`config.mk`:
```
export PLATFORM = sky130hd
export DESIGN_NAME = fxa_div_cell
export DESIGN_NICKNAME = d
export VERILOG_FILES = /design/src/rtl/fxa_pkg.sv /design/src/rtl/fxa_div_cell.sv
export SDC_FILE = /design/constraint.sdc
export NUM_CORES = 1
export LEC_CHECK = 0
export BUFFER_PORTS_ARGS = -buffer_cell sky130_fd_sc_hd__buf_2
export CAP_MARGIN = 0
export CORE_UTILIZATION = 40
export DETAILED_ROUTE_END_ITERATION = 10
export GPL_TIMING_DRIVEN = 0
export PLACE_DENSITY = 0.73
export SETUP_SLACK_MARGIN = 0.1
export SLEW_MARGIN = 0
export SYNTH_ARGS = -nofsm -noshare
export SYNTH_HDL_FRONTEND = slang
export SYNTH_SLANG_ARGS = --single-unit
```
`constraint.sdc`:
```
create_clock -name clock -period 4.55 [get_ports clock]
set_input_delay 1.1375 -clock clock [delete_from_list [all_inputs] [get_ports clock]]
set_output_delay 1.1375 -clock clock [all_outputs]
set_load 0.01 [all_outputs]
```
`src/rtl/fxa_pkg.sv`:
```
`default_nettype none
// ----------------------------------------------------------------------------
// fxa_pkg: shared types and constants for the Q24.8 fixed-point ALU
// Opcodes, default fraction width and the sideband word that rides the
// divider chain next to the quotient.
// ----------------------------------------------------------------------------
package fxa_pkg;

   localparam int FRAC_BITS_DEF = 8;
   localparam int WORD_W        = 32;

   typedef enum logic [3:0] {
      CMD_ADD      = 4'd0,
      CMD_SUB      = 4'd1,
      CMD_MUL      = 4'd2,
      CMD_DIV      = 4'd3,
      CMD_GT       = 4'd4,
      CMD_LT       = 4'd5,
      CMD_GE       = 4'd6,
      CMD_LE       = 4'd7,
      CMD_EQ       = 4'd8,
      CMD_NE       = 4'd9,
      CMD_MIN      = 4'd10,
      CMD_MAX      = 4'd11,
      CMD_INC      = 4'd12,
      CMD_DEC      = 4'd13,
      CMD_FROM_INT = 4'd14,
      CMD_TO_INT   = 4'd15
   } cmd_type;

   // Per-word control and early result, carried alongside the divide cells.
   typedef struct packed {
      logic                     valid;
      logic                     is_div;   // quotient replaces res at the end
      logic                     is_mul;   // product replaces res at chain entry
      logic                     neg;      // quotient sign
      logic                     dz;       // zero divisor seen
      logic                     cmp;      // comparison outcome
      logic signed [WORD_W-1:0] res;      // result of the ops computed at decode
   } fxa_side_type;

endpackage
`default_nettype wire

```
`src/rtl/fxa_div_cell.sv`:
```
`default_nettype none
// ----------------------------------------------------------------------------
// fxa_div_cell: one restoring-division cell
// Retires one quotient bit per cell and hands remainder, shifting
// dividend/quotient, divisor and sideband to the next cell.
// ----------------------------------------------------------------------------
module fxa_div_cell
   import fxa_pkg::*;
#(
   parameter int DW = WORD_W + FRAC_BITS_DEF
) (
   input  wire logic              clock,
   input  wire logic              reset,
   input  wire fxa_side_type      side_i,
   input  wire logic [WORD_W-1:0] rem_i,
   input  wire logic [DW-1:0]     dq_i,
   input  wire logic [WORD_W-1:0] dvs_i,
   output fxa_side_type           side_ff,
   output logic [WORD_W-1:0]      rem_ff,
   output logic [DW-1:0]          dq_ff,
   output logic [WORD_W-1:0]      dvs_ff
);

   logic [WORD_W:0]   trial;
   logic              qbit;
   logic [WORD_W-1:0] rem_in;
   logic [DW-1:0]     dq_in;

   // bring down the next dividend bit, try the subtract
   assign trial  = {rem_i, dq_i[DW-1]};
   assign qbit   = (trial >= {1'b0, dvs_i});
   assign rem_in = qbit ? WORD_W'(trial - {1'b0, dvs_i}) : trial[WORD_W-1:0];
   assign dq_in  = {dq_i[DW-2:0], qbit};

   always_ff @(posedge clock) begin
      if (reset) begin
         side_ff <= '0;
      end else begin
         side_ff <= side_i;
      end
   end

   always_ff @(posedge clock) begin
      rem_ff <= rem_in;
      dq_ff  <= dq_in;
      dvs_ff <= dvs_i;
   end

endmodule
`default_nettype wire

```
==> flow_metrics.env <==
export IMPL_crit_end="rem_ff[23]$_DFF_P_"
export IMPL_cts_tree="built"
export IMPL_arrival_ns=4.31
export IMPL_num_rows=41
export IMPL_drt_iter0_drc=233
export IMPL_syn_nets=706
export IMPL_clockBufferDepth=2
export IMPL_die_y_um=117.2
export IMPL_path_delay_family="compound AO/OA/AOI/OAI gates"
export IMPL_hold_path_class="in2reg"
export IMPL_fin_area_sq_mm=0.007523
export IMPL_start_kind="primary input"
export IMPL_synthTopCellsByArea="dfxtp_1, ha_1, a21oi_1"
export IMPL_die_w_um=117.2
export IMPL_path_buf_inv=4
export IMPL_total_power_mw=3.328
export IMPL_cp_num_cells=13
export IMPL_synth_flop_cell="dfxtp_1"
export IMPL_pre_cts_ws_ns=0.1237
export IMPL_period_share_pct=88.21
export IMPL_post_cts_setup_buffers=0
export IMPL_tightest_slew_ns=0.5459
export IMPL_ant_nets=0
export IMPL_core_sq_mm=0.01277
export IMPL_vias=4761
export IMPL_drive_gt1_share_pct=39.88
export IMPL_dp_cells=985
export IMPL_fp_dieArea_sq_mm=0.01373
export IMPL_setup_violations=0
export IMPL_fmaxAchievable_mhz=249.2
export IMPL_status="complete, no violations"
export IMPL_yosysWarningCount=0
export IMPL_cts_sinks=142
export IMPL_io_pins=286
export IMPL_power_density_mw_per_mm2=442.4
export IMPL_netlist_instances=529
export IMPL_final_util_pct=58.90
export IMPL_final_nets=1009
export IMPL_slew_headroom_pct=63.60
export IMPL_grt_pass1_wl_um=21850
export IMPL_fin_ws_ns=0.5366
export IMPL_slowest_delay_ns=0.53
export IMPL_clk_pin_slew_worst_paths_ns=0.06
export IMPL_worstPathRequired_ns=4.85
export IMPL_synth_top_cell_area_share_pct=53.58
export IMPL_synth_most_common_cell="dfxtp_1"
export IMPL_synth_cell_types=48
export IMPL_area_growth_pct=41.82
export IMPL_startpoint="dvs_i[11]"
export IMPL_min_period_ns=4.013
export IMPL_synthArstFlopShare_pct=0
export IMPL_dpl_hpwl_um=11810
export IMPL_synth_seq_area_share_pct=53.58
export IMPL_holdBufCountCts=0
export IMPL_slew_violations=0
export IMPL_tns_ns=0
export IMPL_syn_area_sq_mm=0.005305
export IMPL_synth_seq_cells=142
export IMPL_dpl_instance_area_sq_mm=0.006942
export IMPL_synth_edf_count=0
export IMPL_hold_viol=0
export IMPL_maxCapViolations=0
export IMPL_grt_use_total_pct=21.35
export IMPL_gp_congestion=0.8746
export IMPL_path_class="in2reg"
export IMPL_grt_ovfl_total=0
export IMPL_first_global_vias=4553
export IMPL_initial_utilization_pct=41.53
export IMPL_avgSynthCellArea_sq_um=10.03
export IMPL_wl_per_cell_um=14.50
export IMPL_crit_path_cell_trace="buf_2 -> inv_1 -> ha_1 -> clkbuf_1 -> nand4_1 -> or4_1 -> a21oi_1 -> nor3_1 -> a211oi_2 -> o21ai_2 -> o31ai_4 -> buf_4 -> mux2_1"
export IMPL_p_leak_nw=3.792
export IMPL_synth_common_cells="dfxtp_1, a21oi_1, nor2b_1"
export IMPL_slowest_stage="o31ai_4"
export IMPL_whs_path_depth=1
export IMPL_first_pass_iters=4
export IMPL_ctsResizeCount=0
export IMPL_htreeDepth=4
export IMPL_grt_max_degree=17
export IMPL_wl_um=14770
export IMPL_final_cells=1019
export IMPL_rsz0062_at_grt="false"
export IMPL_synth_top_area_cell="dfxtp_1"
export IMPL_path_max_fanout=10
export IMPL_antenna_found_initial=3
export IMPL_ir_worst_vdd_mv=0.2641
export IMPL_viasPerCell=4.672
export IMPL_io_buffer_count=284
export IMPL_cts_root_buffer="clkbuf_16"
export IMPL_crit_path_end_kind="flip-flop"
export IMPL_cts_buffers=17
export IMPL_route_detailed_drc=0
export IMPL_whs_ns=0.8140
## layout make-up
cell class	instances	area (sq um)
antenna	2	5.005
buffer	22	105.1
clock buffer	18	429.2
clock inverter	14	147.6
fill	1140	5250
inverter	38	142.6
multi-input combinational	327	2215
sequential	142	2843
tap	172	215.2
timing repair buffer	284	1421
## logic make-up (layout without fill, tap and decap cells)
group           after synthesis  count (layout)  synth area share, %
simple gates                137             137                13.26
xor+xnor                     27              27                4.458
other cells                   0               2                    0
compound gates              119             119                13.80
mux                          11              11                2.311
buf+inv                      60             376                4.670
flops                       142             142                53.58
fa+ha+maj                    33              33                7.924
## power by group
group / internal [mW] / switching, mW / leakage, nW
Sequential: 1.36 / 0.0246 / 1.19
Combinational: 0.270 / 0.336 / 2.32
Clock: 0.773 / 0.566 / 0.275
## routing by layer
| layer | GRT usage, % | share of wire [%] | routed length [um] | vias up |
|---|---|---|---|---|
| li1 | - | - | - | 2399 |
| met3 | 6.797 | 7.1 | 1048 | 17 |
| met5 | 0 | 0.068 | 10 | - |
| met1 | 21.65 | 38 | 5623 | 2161 |
| met4 | 9.367 | 1.2 | 184 | 2 |
| met2 | 39.88 | 54 | 7906 | 182 |
## placed cells by master, fill, tap and decap left out, types with 15 or more instances in the layout
cell and n:
ha_1 32, inv_1 38, nor2b_1 41, dfxtp_1 142
nor2_1 35, nand2_1 26, buf_2 292, xnor2_1 15
a21oi_1 56, o21ai_0 16, clkbuf_16 17
## how the worst min path moves through the flow
| stage | from | end | slack, ns |
|---|---|---|---|
| final | dq_i[4] | dq_ff[5]$_DFF_P_ | 0.81 |
| after global routing | dq_i[18] | dq_ff[19]$_DFF_P_ | 0.79 |
| after CTS | dq_i[5] | dq_ff[6]$_DFF_P_ | 0.79 |
| after detailed placement | dq_i[14] | dq_ff[15]$_DFF_P_ | 1.24 |
| after global placement | dq_i[10] | dq_ff[11]$_DFF_P_ | 1.24 |
| after floorplan | dq_i[9] | dq_ff[10]$_DFF_P_ | 1.17 |
## flip-flops by register name, summed over array words and instances, names as in the netlist
signal and count:
dvs_ff 32, side_ff 38, dq_ff 40, rem_ff 32
Power figures use the tool's default switching activity.
