$ cat src/rtl/fxa_pkg.sv
`default_nettype none
// ----------------------------------------------------------------------------
// fxa_pkg: shared types and constants for the Q24.8 fixed-point ALU
// Opcodes, default fraction width and the sideband word that rides the
// divider chain next to the quotient.
// ----------------------------------------------------------------------------
package fxa_pkg;

   localparam int FRAC_BITS_DEF = 8;
   localparam int WORD_W        = 32;

   typedef enum logic [3:0] {
      CMD_ADD      = 4'd0,
      CMD_SUB      = 4'd1,
      CMD_MUL      = 4'd2,
      CMD_DIV      = 4'd3,
      CMD_GT       = 4'd4,
      CMD_LT       = 4'd5,
      CMD_GE       = 4'd6,
      CMD_LE       = 4'd7,
      CMD_EQ       = 4'd8,
      CMD_NE       = 4'd9,
      CMD_MIN      = 4'd10,
      CMD_MAX      = 4'd11,
      CMD_INC      = 4'd12,
      CMD_DEC      = 4'd13,
      CMD_FROM_INT = 4'd14,
      CMD_TO_INT   = 4'd15
   } cmd_type;

   // Per-word control and early result, carried alongside the divide cells.
   typedef struct packed {
      logic                     valid;
      logic                     is_div;   // quotient replaces res at the end
      logic                     is_mul;   // product replaces res at chain entry
      logic                     neg;      // quotient sign
      logic                     dz;       // zero divisor seen
      logic                     cmp;      // comparison outcome
      logic signed [WORD_W-1:0] res;      // result of the ops computed at decode
   } fxa_side_type;

endpackage
`default_nettype wire

$ cat src/rtl/fxa_front.sv
`default_nettype none
// ----------------------------------------------------------------------------
// fxa_front: operand decode stage
// Registers the results of the simple ops, the full signed product and the
// unsigned dividend and divisor for the division chain.
// ----------------------------------------------------------------------------
module fxa_front
   import fxa_pkg::*;
#(
   parameter int FRAC_BITS = FRAC_BITS_DEF,
   localparam int DW = WORD_W + FRAC_BITS
) (
   input  wire logic                       clock,
   input  wire logic                       reset,
   input  wire logic                       in_valid,
   input  wire logic [3:0]                 cmd,
   input  wire logic signed [WORD_W-1:0]   a,
   input  wire logic signed [WORD_W-1:0]   b,
   output fxa_side_type                    side_ff,
   output logic signed [2*WORD_W-1:0]      prod_ff,
   output logic [DW-1:0]                   dvd_ff,
   output logic [WORD_W-1:0]               dvs_ff
);

   fxa_side_type              side_in;
   logic [WORD_W-1:0]         mag_a;
   logic [WORD_W-1:0]         mag_b;

   // magnitudes; the most negative value maps to 2^31 unsigned
   assign mag_a = a[WORD_W-1] ? WORD_W'(-a) : WORD_W'(a);
   assign mag_b = b[WORD_W-1] ? WORD_W'(-b) : WORD_W'(b);

   always_comb begin
      side_in        = '0;
      side_in.valid  = in_valid;
      side_in.neg    = a[WORD_W-1] ^ b[WORD_W-1];
      case (cmd_type'(cmd))
         CMD_ADD:      side_in.res = a + b;
         CMD_SUB:      side_in.res = a - b;
         CMD_MUL:      side_in.is_mul = 1'b1;
         CMD_DIV: begin
            side_in.is_div = (b != '0);
            side_in.dz     = (b == '0);
         end
         CMD_GT:       side_in.cmp = (a > b);
         CMD_LT:       side_in.cmp = (a < b);
         CMD_GE:       side_in.cmp = (a >= b);
         CMD_LE:       side_in.cmp = (a <= b);
         CMD_EQ:       side_in.cmp = (a == b);
         CMD_NE:       side_in.cmp = (a != b);
         CMD_MIN:      side_in.res = (a < b) ? a : b;
         CMD_MAX:      side_in.res = (a > b) ? a : b;
         CMD_INC:      side_in.res = a + WORD_W'(1);
         CMD_DEC:      side_in.res = a - WORD_W'(1);
         CMD_FROM_INT: side_in.res = a <<< FRAC_BITS;
         CMD_TO_INT:   side_in.res = a >>> FRAC_BITS;
         default:      side_in.res = '0;
      endcase
   end

   always_ff @(posedge clock) begin
      if (reset) begin
         side_ff <= '0;
      end else begin
         side_ff <= side_in;
      end
   end

   always_ff @(posedge clock) begin
      prod_ff <= (2*WORD_W)'(a) * (2*WORD_W)'(b);
      dvd_ff  <= {mag_a, {FRAC_BITS{1'b0}}};
      dvs_ff  <= mag_b;
   end

endmodule
`default_nettype wire

$ cat config.mk
export PLATFORM = sky130hd
export DESIGN_NAME = fxa_front
export DESIGN_NICKNAME = d
export VERILOG_FILES = /design/src/rtl/fxa_pkg.sv /design/src/rtl/fxa_front.sv
export SDC_FILE = /design/constraint.sdc
export NUM_CORES = 2
export LEC_CHECK = 0
export ABC_AREA = 0
export ABC_CLOCK_PERIOD_IN_PS = 12950
export BUFFER_PORTS_ARGS = -buffer_cell sky130_fd_sc_hd__buf_2
export CAP_MARGIN = 10
export CELL_PAD_IN_SITES_DETAIL_PLACEMENT = 0
export CELL_PAD_IN_SITES_GLOBAL_PLACEMENT = 1
export CORE_MARGIN = 1.5
export CORE_UTILIZATION = 51
export CTS_CLUSTER_SIZE = 12
export DETAILED_ROUTE_END_ITERATION = 8
export PLACE_DENSITY_LB_ADDON = 0.05
export SLEW_MARGIN = 15
export SYNTH_ARGS = -nofsm -noshare
export SYNTH_HDL_FRONTEND = slang
export SYNTH_SLANG_ARGS = --single-unit
$ cat constraint.sdc
create_clock -name clock -period 12.95 [get_ports clock]
set_clock_uncertainty 0.2 [all_clocks]
set_input_delay 1.9425 -clock clock [delete_from_list [all_inputs] [get_ports clock]]
set_output_delay 1.9425 -clock clock [all_outputs]
set_load 0.005 [all_outputs]
==> flow_summary.yaml <==
synthesis:
  yosysTopAreaCellShare_pct: 47.09
  synthTopCellsByArea: "fa_1 (47%), inv_1 (8.3%), ha_1 (7.6%)"
  synth_cells: 5049
  syn_area_per_cell_um2: 9.127
  async_flop_share_pct: 0
  yosysMostFrequentCell: "fa_1"
  yosysUniqueCellTypes: 75
  seq_area_frac_synth_pct: 7.211
  synthTopCellsByCount: "fa_1 (1084), inv_1 (1025), nand2_1 (596)"
  synth_enable_flop_cells: 0
  ys.warnings.count: 0
  ys_ff_latch: 166
  synthesis.area_um2: 46080
  yosys.area.top_type: "fa_1"
  ys.flop_type: "dfxtp_1"
sta:
  grt_setup_unrepaired: "no"
  hold_viol_final: 0
  setup_viol: 0
  worst_pin_slew_ps: 1257
  slew_headroom_pct: 16.18
  slew_viol_final: 0
  clock.fmax_ghz: 0.09098
  setup-tns-final_ps: 0
  fin_crit_ps: 10990
  holdWs_ps: 1441
  post-route-period-util_pct: 84.88
cts:
  cts_buffers: 17
  cts-root-buf: "clkbuf_16"
  cts_resized: 0
  cts.sinks: 166
  post_cts_buffers: 0
  tritoncts: "built"
  clkSlewWorstSetupHoldPaths_ps: 80
  hold_buffers: 0
  htree_levels: 4
  cts_buffer_depth: 2
critical_path:
  crit_path_end_kind: "flip-flop"
  cpMostUsedCell: "fa_1"
  required_ps: 13210
  crit_family: "adder cells"
  crit_arrival_ps: 11250
  worstPathMaxFanout: 25
  cp-start-kind: "primary input"
  crit_slowest_cell: "a221oi_1"
  crit_chain: "buf_2 -> inv_1 -> nor2_1 -> fa_1 -> fa_1 -> fa_1 -> buf_4 -> fa_1 -> fa_1 -> fa_1 -> fa_1 -> fa_1 -> ha_1 -> a21oi_1 -> nor2b_1 -> o21ai_0 -> o211ai_1 -> a221oi_1 -> a21oi_1 -> a41oi_1 -> nor3_1 -> o41ai_1 -> xnor2_1"
  critPathBufInv: 3
  worstSetupStartpoint: "b[3]"
  critPathKind: "in -> reg"
  cpPeakStageDelay_ps: 1010
grt:
  grt_pass1_wl_mm: 232.9
  grt_pass1_vias: 36660
  grt_max_degree: 38
  antenna_found_initial: 1
  overflow: 0
  grt_use_total_pct: 34.31
placement:
  io_buffers: 236
  placed_cell_area_um2: 48150
  dp_hpwl_mm: 122.8
  globalplace.congestion: 0.9636
finish:
  finish.instance_area_um2: 48780
  area_growth_pct: 5.854
  fillers: 8471
  layout-drive-gt1-share_pct: 7.202
  nNetsFinal: 6519
  post-route-util_pct: 54.36
floorplanning:
  die_h_um: 303.6
  pin_count: 245
  start_util_pct: 51.35
  design.die.area_um2: 92170
  die_w_um: 303.6
  rows: 110
  coreArea_um2: 89740
route:
  drt-total-wl_mm: 150.5
  drt_iter0_markers: 3107
  drt-vias-per-instance: 5.580
  drc: 0
  routed-via-count: 35010
  dr.pass1.iters: 6
  wl_per_cell_um: 23.98
  ant_nets: 0
run_status:
  outcome: "finished clean"
min_path:
  hold_path.class: "in -> reg"
  hp-start: "in_valid"
job:
  maxCapViolCount: 0
-- sequential cells by signal, indices dropped and copies added (netlist names) --
signal and flops:
prod_ff 64, dvd_ff 32, dvs_ff 32, side_ff 38
-- area by class of cell --
cell class	count	area (µm²)	share of cell area [%]
antenna	3	7.507	0.01539
clock buffer	18	439.2	0.9003
clock inverter	14	180.2	0.3694
inverter	1028	3859	7.910
multi-input combinational	3558	37750	77.38
sequential	166	3323	6.813
tap	1176	1471	3.016
timing repair buffer	312	1752	3.591
-- metrics by stage --
step	worst slack, ps	cells
after floorplan	2804	5056
after global placement	1582	6240
after detailed placement	1510	6240
after CTS	2032	6272
after global routing	1681	6273
final	1958	6275
-- cells by family after synthesis --
group | count (synthesis) | synth area share (%)
other cells | 1 | 0.008138
mux | 6 | 0.1303
fa+ha+maj | 1365 | 54.72
simple gates | 1425 | 15.19
flops | 166 | 7.211
compound gates | 542 | 7.741
buf+inv | 1332 | 10.97
xor+xnor | 212 | 4.029
-- final timing paths --
path,endpoint,slack (ps),cells past startpoint
worst min-delay path,side_ff[37],1440,2
worst max-delay path,prod_ff[62],1960,23
-- layout by cell type (no fill, tap or decap), types with 16 or more instances in the layout --
cell type  count
fa_1        1084
o31ai_1       16
o21bai_1      24
ha_1         281
a221oi_1      21
a211oi_1      17
or3_1         18
nor3_1        26
xnor2_1      161
nor4_1        17
a22oi_1       17
xor2_1        51
and2_1       454
inv_1       1025
a21o_1        54
buf_4         76
nand4_1       19
a222oi_1      18
nand2b_1      26
dfxtp_1      166
a21oi_1      146
buf_2        236
nor2_1       182
clkbuf_16     17
nand3_1       31
o21ai_0      109
a31oi_1       22
nand2_1      596
-- routing by layer --
layer / GRT usage, % / wire length (µm)
met5: 0 / 0
met2: 51.88 / 66660
met3: 6.497 / 12910
met1: 49.58 / 65230
met4: 11.61 / 5676
Power is left out: the tool's default activity adds up to more than one toggle a clock period on the data nets, which glitch-free logic cannot reach.
